===== src/dlrb_pkg.sv =====
// Package for the delimited line ring buffer.
// Shared widths, codes and the result transaction type; no dependencies.
package dlrb_pkg;

  localparam int BYTE_W = 8;
  localparam int LEN_W  = 7;

  // Store contents after reset
  localparam logic [BYTE_W-1:0] NEWLINE_BYTE = 8'h0A;

  // Input command codes
  localparam logic CMD_WRITE = 1'b0;
  localparam logic CMD_READ  = 1'b1;

  // Result kind codes
  localparam logic KIND_COUNT = 1'b0;
  localparam logic KIND_BYTE  = 1'b1;

  // Register indexes
  localparam logic REG_DELIMITER = 1'b0;

  // One result transaction
  typedef struct packed {
    logic              kind;
    logic [BYTE_W-1:0] data;
    logic              last;
    logic [LEN_W-1:0]  count;
  } res_t;

endpackage


===== src/dlrb_store.sv =====
// Byte ring store: one write port, one registered read port.
// Per-entry valid bits make unwritten entries read as newline. Uses dlrb_pkg.
module dlrb_store #(
  parameter int DEPTH = 64,
  parameter int PW    = 6
) (
  input  logic                       clk,
  input  logic                       rst_n,
  input  logic                       wr_en,
  input  logic [PW-1:0]              wr_addr,
  input  logic [dlrb_pkg::BYTE_W-1:0] wr_data,
  input  logic                       rd_en,
  input  logic [PW-1:0]              rd_addr,
  output logic [dlrb_pkg::BYTE_W-1:0] rd_data
);
  import dlrb_pkg::*;

  logic [BYTE_W-1:0] mem [DEPTH];
  logic [DEPTH-1:0]  vld_r;
  logic [BYTE_W-1:0] rd_data_r;

  // Storage array, no reset
  always_ff @(posedge clk) begin
    if (wr_en) begin
      mem[wr_addr] <= wr_data;
    end
  end

  // Entry valid bits, cleared at reset
  always_ff @(posedge clk) begin
    if (!rst_n) begin
      vld_r <= '0;
    end else if (wr_en) begin
      vld_r[wr_addr] <= 1'b1;
    end
  end

  // Registered read; unwritten entries return newline
  always_ff @(posedge clk) begin
    if (rd_en) begin
      rd_data_r <= vld_r[rd_addr] ? mem[rd_addr] : NEWLINE_BYTE;
    end
  end

  assign rd_data = rd_data_r;

endmodule


===== src/delimited_line_ring_buffer.sv =====
// Delimited line ring buffer: a DEPTH-byte ring store with wrapping write and read
// positions. A write item (cmd 0) stores at most one byte of a line; the item
// carrying line_end returns one count result. A read item (cmd 1) streams stored bytes
// from the read position, one result per byte, up to the delimiter or max_len bytes.
// A read holds the input stalled until its last byte has returned, so no new item is
// taken before the read ends; the store has a single synchronous read port with a
// registered read. A read with a zero length returns nothing. Output stalls slow
// the stream down. After reset the store reads as newline bytes at once (per-entry
// valid bits, no clearing pass). The delimiter register (reset 0x0A) sits at address
// 0 of the APB port; the user must write it only while the block is idle, as the
// block itself does not enforce this.
module delimited_line_ring_buffer #(
  parameter int DEPTH = 64
) (
  input  logic                        clk,
  input  logic                        rst_n,
  // input channel
  input  logic                        in_valid,
  output logic                        in_stall,
  input  logic                        in_cmd,
  input  logic [dlrb_pkg::BYTE_W-1:0] in_data_byte,
  input  logic                        in_line_end,
  input  logic [dlrb_pkg::LEN_W-1:0]  in_max_len,
  // result channel
  output logic                        out_valid,
  input  logic                        out_stall,
  output logic                        out_kind,
  output logic [dlrb_pkg::BYTE_W-1:0] out_byte,
  output logic                        out_last,
  output logic [dlrb_pkg::LEN_W-1:0]  out_count,
  // configuration port
  input  logic                        cfg_psel,
  input  logic                        cfg_penable,
  input  logic                        cfg_pwrite,
  input  logic [2:0]                  cfg_paddr,
  input  logic [31:0]                 cfg_pwdata,
  output logic [31:0]                 cfg_prdata,
  output logic                        cfg_pready
);
  import dlrb_pkg::*;

  localparam int PW = (DEPTH > 1) ? $clog2(DEPTH) : 1;
  localparam logic [PW-1:0]    LAST_POS  = PW'(DEPTH - 1);
  localparam logic [LEN_W-1:0] DEPTH_LEN = LEN_W'(DEPTH);

  // ---------------- configuration ----------------
  logic [BYTE_W-1:0] delim_r;
  logic              cfg_wr;
  logic              cfg_idx;

  assign cfg_pready = 1'b1;
  assign cfg_idx    = cfg_paddr[2];
  assign cfg_wr     = cfg_psel && cfg_penable && cfg_pwrite && cfg_pready;
  assign cfg_prdata = (cfg_idx == REG_DELIMITER) ? {24'd0, delim_r} : 32'd0;

  always_ff @(posedge clk) begin
    if (!rst_n) begin
      delim_r <= NEWLINE_BYTE;
    end else if (cfg_wr && cfg_idx == REG_DELIMITER) begin
      delim_r <= cfg_pwdata[BYTE_W-1:0];
    end
  end

  // ---------------- state ----------------
  logic [PW-1:0]    wr_pos_r, wr_pos_nxt;
  logic [PW-1:0]    rd_pos_r, rd_pos_nxt;
  logic [LEN_W-1:0] line_cnt_r, line_cnt_nxt;
  logic             closed_r, closed_nxt;
  logic             rd_active_r, rd_active_nxt;
  logic             rd_v_r, rd_v_nxt;
  logic [LEN_W-1:0] limit_r, limit_nxt;
  logic [LEN_W-1:0] iss_cnt_r, iss_cnt_nxt;
  logic [LEN_W-1:0] ret_cnt_r, ret_cnt_nxt;

  // output register plus skid slot
  logic out_v_r, out_v_nxt;
  logic skid_v_r, skid_v_nxt;
  res_t out_r, out_nxt;
  res_t skid_r, skid_nxt;

  // ---------------- datapath signals ----------------
  logic              in_acc;
  logic [LEN_W-1:0]  in_limit;
  logic              wr_store;
  logic [BYTE_W-1:0] rd_data;
  logic [LEN_W-1:0]  ret_k;
  logic              ret_last;
  logic              iss_go;
  logic              pop;
  logic              push_v;
  res_t              push_d;

  assign in_stall = rd_active_r || skid_v_r;
  assign in_acc   = in_valid && !in_stall;
  assign in_limit = (in_max_len > DEPTH_LEN) ? DEPTH_LEN : in_max_len;
  assign wr_store = in_acc && (in_cmd == CMD_WRITE) && !closed_r && (line_cnt_r < in_limit);

  // Returning read byte
  assign ret_k    = ret_cnt_r + LEN_W'(1);
  assign ret_last = rd_v_r && ((rd_data == delim_r) || (ret_k == limit_r));

  assign pop = out_v_r && !out_stall;

  // Issue a read only if the skid slot is sure to be free when the data lands
  assign iss_go = rd_active_r && !ret_last && (iss_cnt_r < limit_r) && !skid_v_r &&
                  !(rd_v_r && out_v_r && out_stall);

  dlrb_store #(
    .DEPTH (DEPTH),
    .PW    (PW)
  ) u_store (
    .clk     (clk),
    .rst_n   (rst_n),
    .wr_en   (wr_store),
    .wr_addr (wr_pos_r),
    .wr_data (in_data_byte),
    .rd_en   (iss_go),
    .rd_addr (rd_pos_r),
    .rd_data (rd_data)
  );

  // ---------------- write line and read engine ----------------
  always_comb begin
    wr_pos_nxt    = wr_pos_r;
    rd_pos_nxt    = rd_pos_r;
    line_cnt_nxt  = line_cnt_r;
    closed_nxt    = closed_r;
    rd_active_nxt = rd_active_r;
    limit_nxt     = limit_r;
    iss_cnt_nxt   = iss_cnt_r;
    ret_cnt_nxt   = ret_cnt_r;
    rd_v_nxt      = iss_go;
    push_v        = 1'b0;
    push_d        = '{kind: KIND_COUNT, data: '0, last: 1'b1, count: '0};

    // write transaction
    if (in_acc && in_cmd == CMD_WRITE) begin
      if (wr_store) begin
        wr_pos_nxt   = (wr_pos_r == LAST_POS) ? '0 : wr_pos_r + PW'(1);
        line_cnt_nxt = line_cnt_r + LEN_W'(1);
        if (in_data_byte == delim_r) begin
          closed_nxt = 1'b1;
        end
      end
      if (in_line_end) begin
        push_v       = 1'b1;
        push_d.count = line_cnt_nxt;
        line_cnt_nxt = '0;
        closed_nxt   = 1'b0;
      end
    end

    // read transaction start; a zero limit yields nothing
    if (in_acc && in_cmd == CMD_READ && in_limit != '0) begin
      rd_active_nxt = 1'b1;
      limit_nxt     = in_limit;
      iss_cnt_nxt   = '0;
      ret_cnt_nxt   = '0;
    end

    // read issue
    if (iss_go) begin
      rd_pos_nxt  = (rd_pos_r == LAST_POS) ? '0 : rd_pos_r + PW'(1);
      iss_cnt_nxt = iss_cnt_r + LEN_W'(1);
    end

    // read return
    if (rd_v_r) begin
      ret_cnt_nxt = ret_k;
      push_v      = 1'b1;
      push_d      = '{kind: KIND_BYTE, data: rd_data, last: ret_last,
                      count: ret_last ? ret_k : '0};
      if (ret_last) begin
        rd_active_nxt = 1'b0;
      end
    end
  end

  // ---------------- output register and skid ----------------
  always_comb begin
    out_v_nxt  = out_v_r;
    skid_v_nxt = skid_v_r;
    out_nxt    = out_r;
    skid_nxt   = skid_r;
    if (skid_v_r) begin
      if (pop) begin
        out_nxt    = skid_r;
        skid_v_nxt = 1'b0;
      end
    end else if (push_v) begin
      if (!out_v_r || pop) begin
        out_nxt   = push_d;
        out_v_nxt = 1'b1;
      end else begin
        skid_nxt   = push_d;
        skid_v_nxt = 1'b1;
      end
    end else if (pop) begin
      out_v_nxt = 1'b0;
    end
  end

  // control registers
  always_ff @(posedge clk) begin
    if (!rst_n) begin
      wr_pos_r    <= '0;
      rd_pos_r    <= '0;
      line_cnt_r  <= '0;
      closed_r    <= 1'b0;
      rd_active_r <= 1'b0;
      rd_v_r      <= 1'b0;
      out_v_r     <= 1'b0;
      skid_v_r    <= 1'b0;
      iss_cnt_r   <= '0;
      ret_cnt_r   <= '0;
    end else begin
      wr_pos_r    <= wr_pos_nxt;
      rd_pos_r    <= rd_pos_nxt;
      line_cnt_r  <= line_cnt_nxt;
      closed_r    <= closed_nxt;
      rd_active_r <= rd_active_nxt;
      rd_v_r      <= rd_v_nxt;
      out_v_r     <= out_v_nxt;
      skid_v_r    <= skid_v_nxt;
      iss_cnt_r   <= iss_cnt_nxt;
      ret_cnt_r   <= ret_cnt_nxt;
    end
  end

  // payload registers
  always_ff @(posedge clk) begin
    limit_r <= limit_nxt;
    out_r   <= out_nxt;
    skid_r  <= skid_nxt;
  end

  assign out_valid = out_v_r;
  assign out_kind  = out_r.kind;
  assign out_byte  = out_r.data;
  assign out_last  = out_r.last;
  assign out_count = out_r.count;

  // ---------------- assertions ----------------
  // A full skid slot never meets a new result
  a_no_push_on_full_skid: assert property (@(posedge clk) disable iff (!rst_n)
    skid_v_r |-> !push_v)
    else $error("result pushed while skid slot full");

  // Read data only returns while a read line is open
  a_return_in_read: assert property (@(posedge clk) disable iff (!rst_n)
    rd_v_r |-> rd_active_r)
    else $error("read data returned outside a read line");

  // Issued reads never exceed the line limit
  a_issue_bound: assert property (@(posedge clk) disable iff (!rst_n)
    rd_active_r |-> (iss_cnt_r <= limit_r && ret_cnt_r <= iss_cnt_r))
    else $error("read issue count out of range");

  // The final byte of a read line closes the engine
  a_last_closes: assert property (@(posedge clk) disable iff (!rst_n)
    ret_last |=> !rd_active_r && !rd_v_r)
    else $error("read engine still open after final byte");

endmodule


===== config.mk =====
export PLATFORM = sky130hd
export DESIGN_NAME = delimited_line_ring_buffer
export DESIGN_NICKNAME = d
export VERILOG_FILES = /design/src/dlrb_pkg.sv /design/src/dlrb_store.sv /design/src/delimited_line_ring_buffer.sv
export SDC_FILE = /design/constraint.sdc
export NUM_CORES = 1
export LEC_CHECK = 0
export ABC_AREA = 1
export BUFFER_PORTS_ARGS = -buffer_cell sky130_fd_sc_hd__buf_2
export CORE_MARGIN = 2
export CORE_UTILIZATION = 40
export CTS_CLUSTER_DIAMETER = 40
export DETAILED_ROUTE_END_ITERATION = 16
export PLACE_DENSITY_LB_ADDON = 0.08
export SLEW_MARGIN = 20
export SYNTH_ARGS = -nofsm -noshare
export SYNTH_HDL_FRONTEND = slang
export SYNTH_SLANG_ARGS = --single-unit
export TNS_END_PERCENT = 20

===== constraint.sdc =====
create_clock -name clk -period 5 [get_ports clk]
set_input_delay 1 -clock clk [delete_from_list [all_inputs] [get_ports clk]]
set_output_delay 1 -clock clk [all_outputs]
set_load 0.05 [all_outputs]

==> run_results.csv <==
group,metric,value,unit
worst_setup_path,cp-end-kind,"flop",
detailed_routing,post-route-drc-count,0,
detailed_routing,avgRoutedWirePerCell,21.5,um
worst_setup_path,path_cells,"buf_2, nor2_1, nand4_1, nand2_1, nand2_1, ha_1, nand2_1, inv_1, nand2_1, nand4_1, a31oi_4, nand2_4, nor2_4, nand2_2, nor2_1",
final_layout,areaGrowthSynthToFinish,18.3,%
worst_setup_path,startpoint_type,"input pin",
sta,slew_violations,0,
final_layout,final_util,47.7,%
detailed_routing,firstDrtPassIters,5,
detailed_routing,viasPerCell,5.32,
clock_tree,cts_hold_buf,0,
sta,worst_slew_pin_slew,1.08,ns
floorplanning,die-area,72700,um^2
floorplanning,initial_core_util,40.3,%
synth,yosys_warnings,0,
detailed_routing,num_vias,19800,
sta,finalSetupViolCount,0,
final_layout,layoutNonFillerInstCount,3729,
flow_run,cap_violations,0,
synth,synthCells,2610,
final_layout,diodes,0,
sta,hold_ws,0.444,ns
global_route,antenna_found_initial,1,
place,hpwl,48.3,mm
sta,rsz0062_at_grt,"no",
final_layout,drive_gt1_share,12.5,%
global_route,grt_overflow,0,
synth,synth_cell_type_count,42,
clock_tree,ctsRootBufferMaster,"clkbuf_16",
final_layout,final_area,33400,um^2
floorplanning,io_pins,111,
place,port_buffers,59,
clock_tree,clock_path_buffers,3,
clock_tree,cts-htree-levels,3,
clock_tree,cts.sinks,671,
worst_setup_path,cp_num_buf_inv,2,
clock_tree,cts_resized,0,
sta,min_period_over_period,75.9,%
synth,ys_seq_area_share,67.5,%
worst_setup_path,arrival,4.06,ns
clock_tree,tritoncts,"done",
sta,fmax,263,MHz
floorplanning,num_rows,97,
synth,syn_area,28200,um^2
global_route,grt_pass1_vias,19600,
sta,min_period,3.80,ns
sta,hold_viol_final,0,
pwr,ir_worst_vdd,0.287,mV
detailed_routing,wl,80.0,mm
clock_tree,path_clk_slew,0.05,ns
place,dp.cells,3534,
worst_setup_path,slowest_stage,"nor2_1",
floorplanning,coreArea,69900,um^2
sta,fin_worst_skew,0.0248,ns
sta,tns,0,ns
min_path,hp-class,"flop to flop",
worst_setup_path,crit_type,"input pin to flop",
pwr,power_leakage,11.8,nW
worst_setup_path,crit_required,5.26,ns
floorplanning,die_y,270,um
floorplanning,die_w,270,um
detailed_routing,drt_iter0_drc,1448,
sta,maxSlewHeadroom,28.3,%
clock_tree,cts_setup_buffers,0,
global_route,grt_max_degree,148,
pwr,p_per_area,435,nW/um^2
synth,synth-seq-cells,671,
global_route,track_usage,21.8,%
final_layout,nNetsFinal,2775,
global_route,grt_pass1_wl,121,mm
worst_setup_path,crit_top_cell,"nand2_1",
detailed_routing,detail-route-antenna-nets,0,
synth,syn_avg_cell_area,10.8,um^2
clock_tree,insertion_delay,0.65,ns
outcome,outcome,"complete, no violations",
worst_setup_path,critPathMaxStageDelay,0.67,ns
place,placed_area,29600,um^2
place,gp_congestion,0.823,
clock_tree,numCtsBuffers,103,
worst_setup_path,worst-path-max-fanout,28,
worst_setup_path,critPathTopFamily,"simple AND/OR/NAND/NOR gates",
[synth_stat cells (all sizes together)]
cell type  count  share of area (%)
edfxtp       561                 60
nor2         415                5.6
o21ai        365                6.5
nand2        287                3.9
inv          182                2.4
a21oi        150                2.7
o22ai        150                3.3
clkbuf       113                1.5
dfxtp        110                7.8
nand3        106                1.9
buf           64                1.4
nand4         18               0.40
xnor2         18               0.56
ha            17               0.75
nor3          13               0.38
xor2          12               0.37
clkinv         5              0.067
o211ai         5               0.13
or2            4              0.089
a31oi          3               0.12
a211oi         2              0.053
conb           2              0.027
nand3b         2              0.053
o31ai          2              0.053
a2111oi        1              0.031
and3           1              0.022
nor4           1              0.022
o41ai          1              0.031
[tightest hold or removal path: cells and delay by family, from the launching register on]
family / cells / cell delay [ns]
AOI/OAI and AO/OA: 1 / 0.05
buffers and inverters: 1 / 0.04
DFF: 1 / 0.30
[stage by stage]
step           total power, W  setup WS (ns)
2_1_floorplan         0.00671           1.41
3_3_place_gp          0.00699          0.554
3_5_place_dp          0.00700          0.566
4_1_cts                0.0146           1.26
5_1_grt                0.0150          0.891
6_report               0.0145           1.20
[report_power, final]
part	switching (W)	total (W)	internal, W
clock	0.00265	0.00764	0.00500
sequential	0.0000339	0.00612	0.00609
combinational	0.000580	0.000757	0.000177
[layout by cell type (no fill, tap or decap), drive strengths merged, types with 3 or more instances in the layout]
| master | n |
|---|---|
| conb | 25 |
| nand4 | 18 |
| a21oi | 150 |
| edfxtp | 561 |
| nor2 | 415 |
| o211ai | 5 |
| inv | 194 |
| nand2 | 287 |
| buf | 138 |
| o22ai | 150 |
| ha | 17 |
| nand3 | 106 |
| a31oi | 3 |
| xor2 | 12 |
| clkbuf | 126 |
| xnor2 | 18 |
| clkinvlp | 9 |
| clkinv | 34 |
| bufinv | 19 |
| or2 | 4 |
| dfxtp | 110 |
| o21ai | 365 |
| nor3 | 13 |
[layer usage]
layer / global-route usage (%) / wire length, um
met4: 6.78 / 2160
met1: 31.1 / 37000
met5: 0 / 0
met3: 3.52 / 4570
met2: 34.2 / 36300
[kinds of logic after synthesis]
logic type                 Yosys count  synth area share, %
AOI/OAI and AO/OA                  679                 12.9
adders and majority gates           17                0.754
buffers and inverters              364                 5.39
xor gates and xnor gates            30                0.932
other                                2               0.0266
DFF                                671                 67.5
and+or+nand+nor                    847                 12.4
[final timing paths]
| path | from | to | slack, ns | cells past startpoint |
|---|---|---|---|---|
| hold reg to reg | u_store.vld_r[24] | u_store.vld_r[24] | 0.44 | 2 |
| setup / recovery | in_max_len[2] | u_store.mem[44][0] | 1.20 | 15 |
| setup reg to reg | rd_pos_r[0] | u_store.rd_data[7] | 1.47 | 9 |
| hold / removal | u_store.vld_r[24] | u_store.vld_r[24] | 0.44 | 2 |
[state kept, by name, indices dropped and copies added (netlist names)]
name and cells:
closed_r 1, delim_r 8, iss_cnt_r 7, limit_r 7, line_cnt_r 7, out_byte 8
out_count 7, out_kind 1, out_last 1, out_valid 1, rd_active_r 1, rd_pos_r 6
rd_v_r 1, ret_cnt_r 7, skid_r 17, skid_v_r 1, u_store.mem 512, u_store.rd_data 8
u_store.vld_r 64, wr_pos_r 6
[final cells by class]
| cell class | count | area, um^2 |
|---|---|---|
| multi-input cells | 1598 | 7730 |
| inverters | 187 | 709 |
| clock inverters | 69 | 925 |
| well taps | 940 | 1180 |
| repair buffers | 138 | 951 |
| fillers | 6432 | 36600 |
| flip-flops and latches | 671 | 19100 |
| clock buffers | 126 | 2810 |
Power figures use the tool's default switching activity.
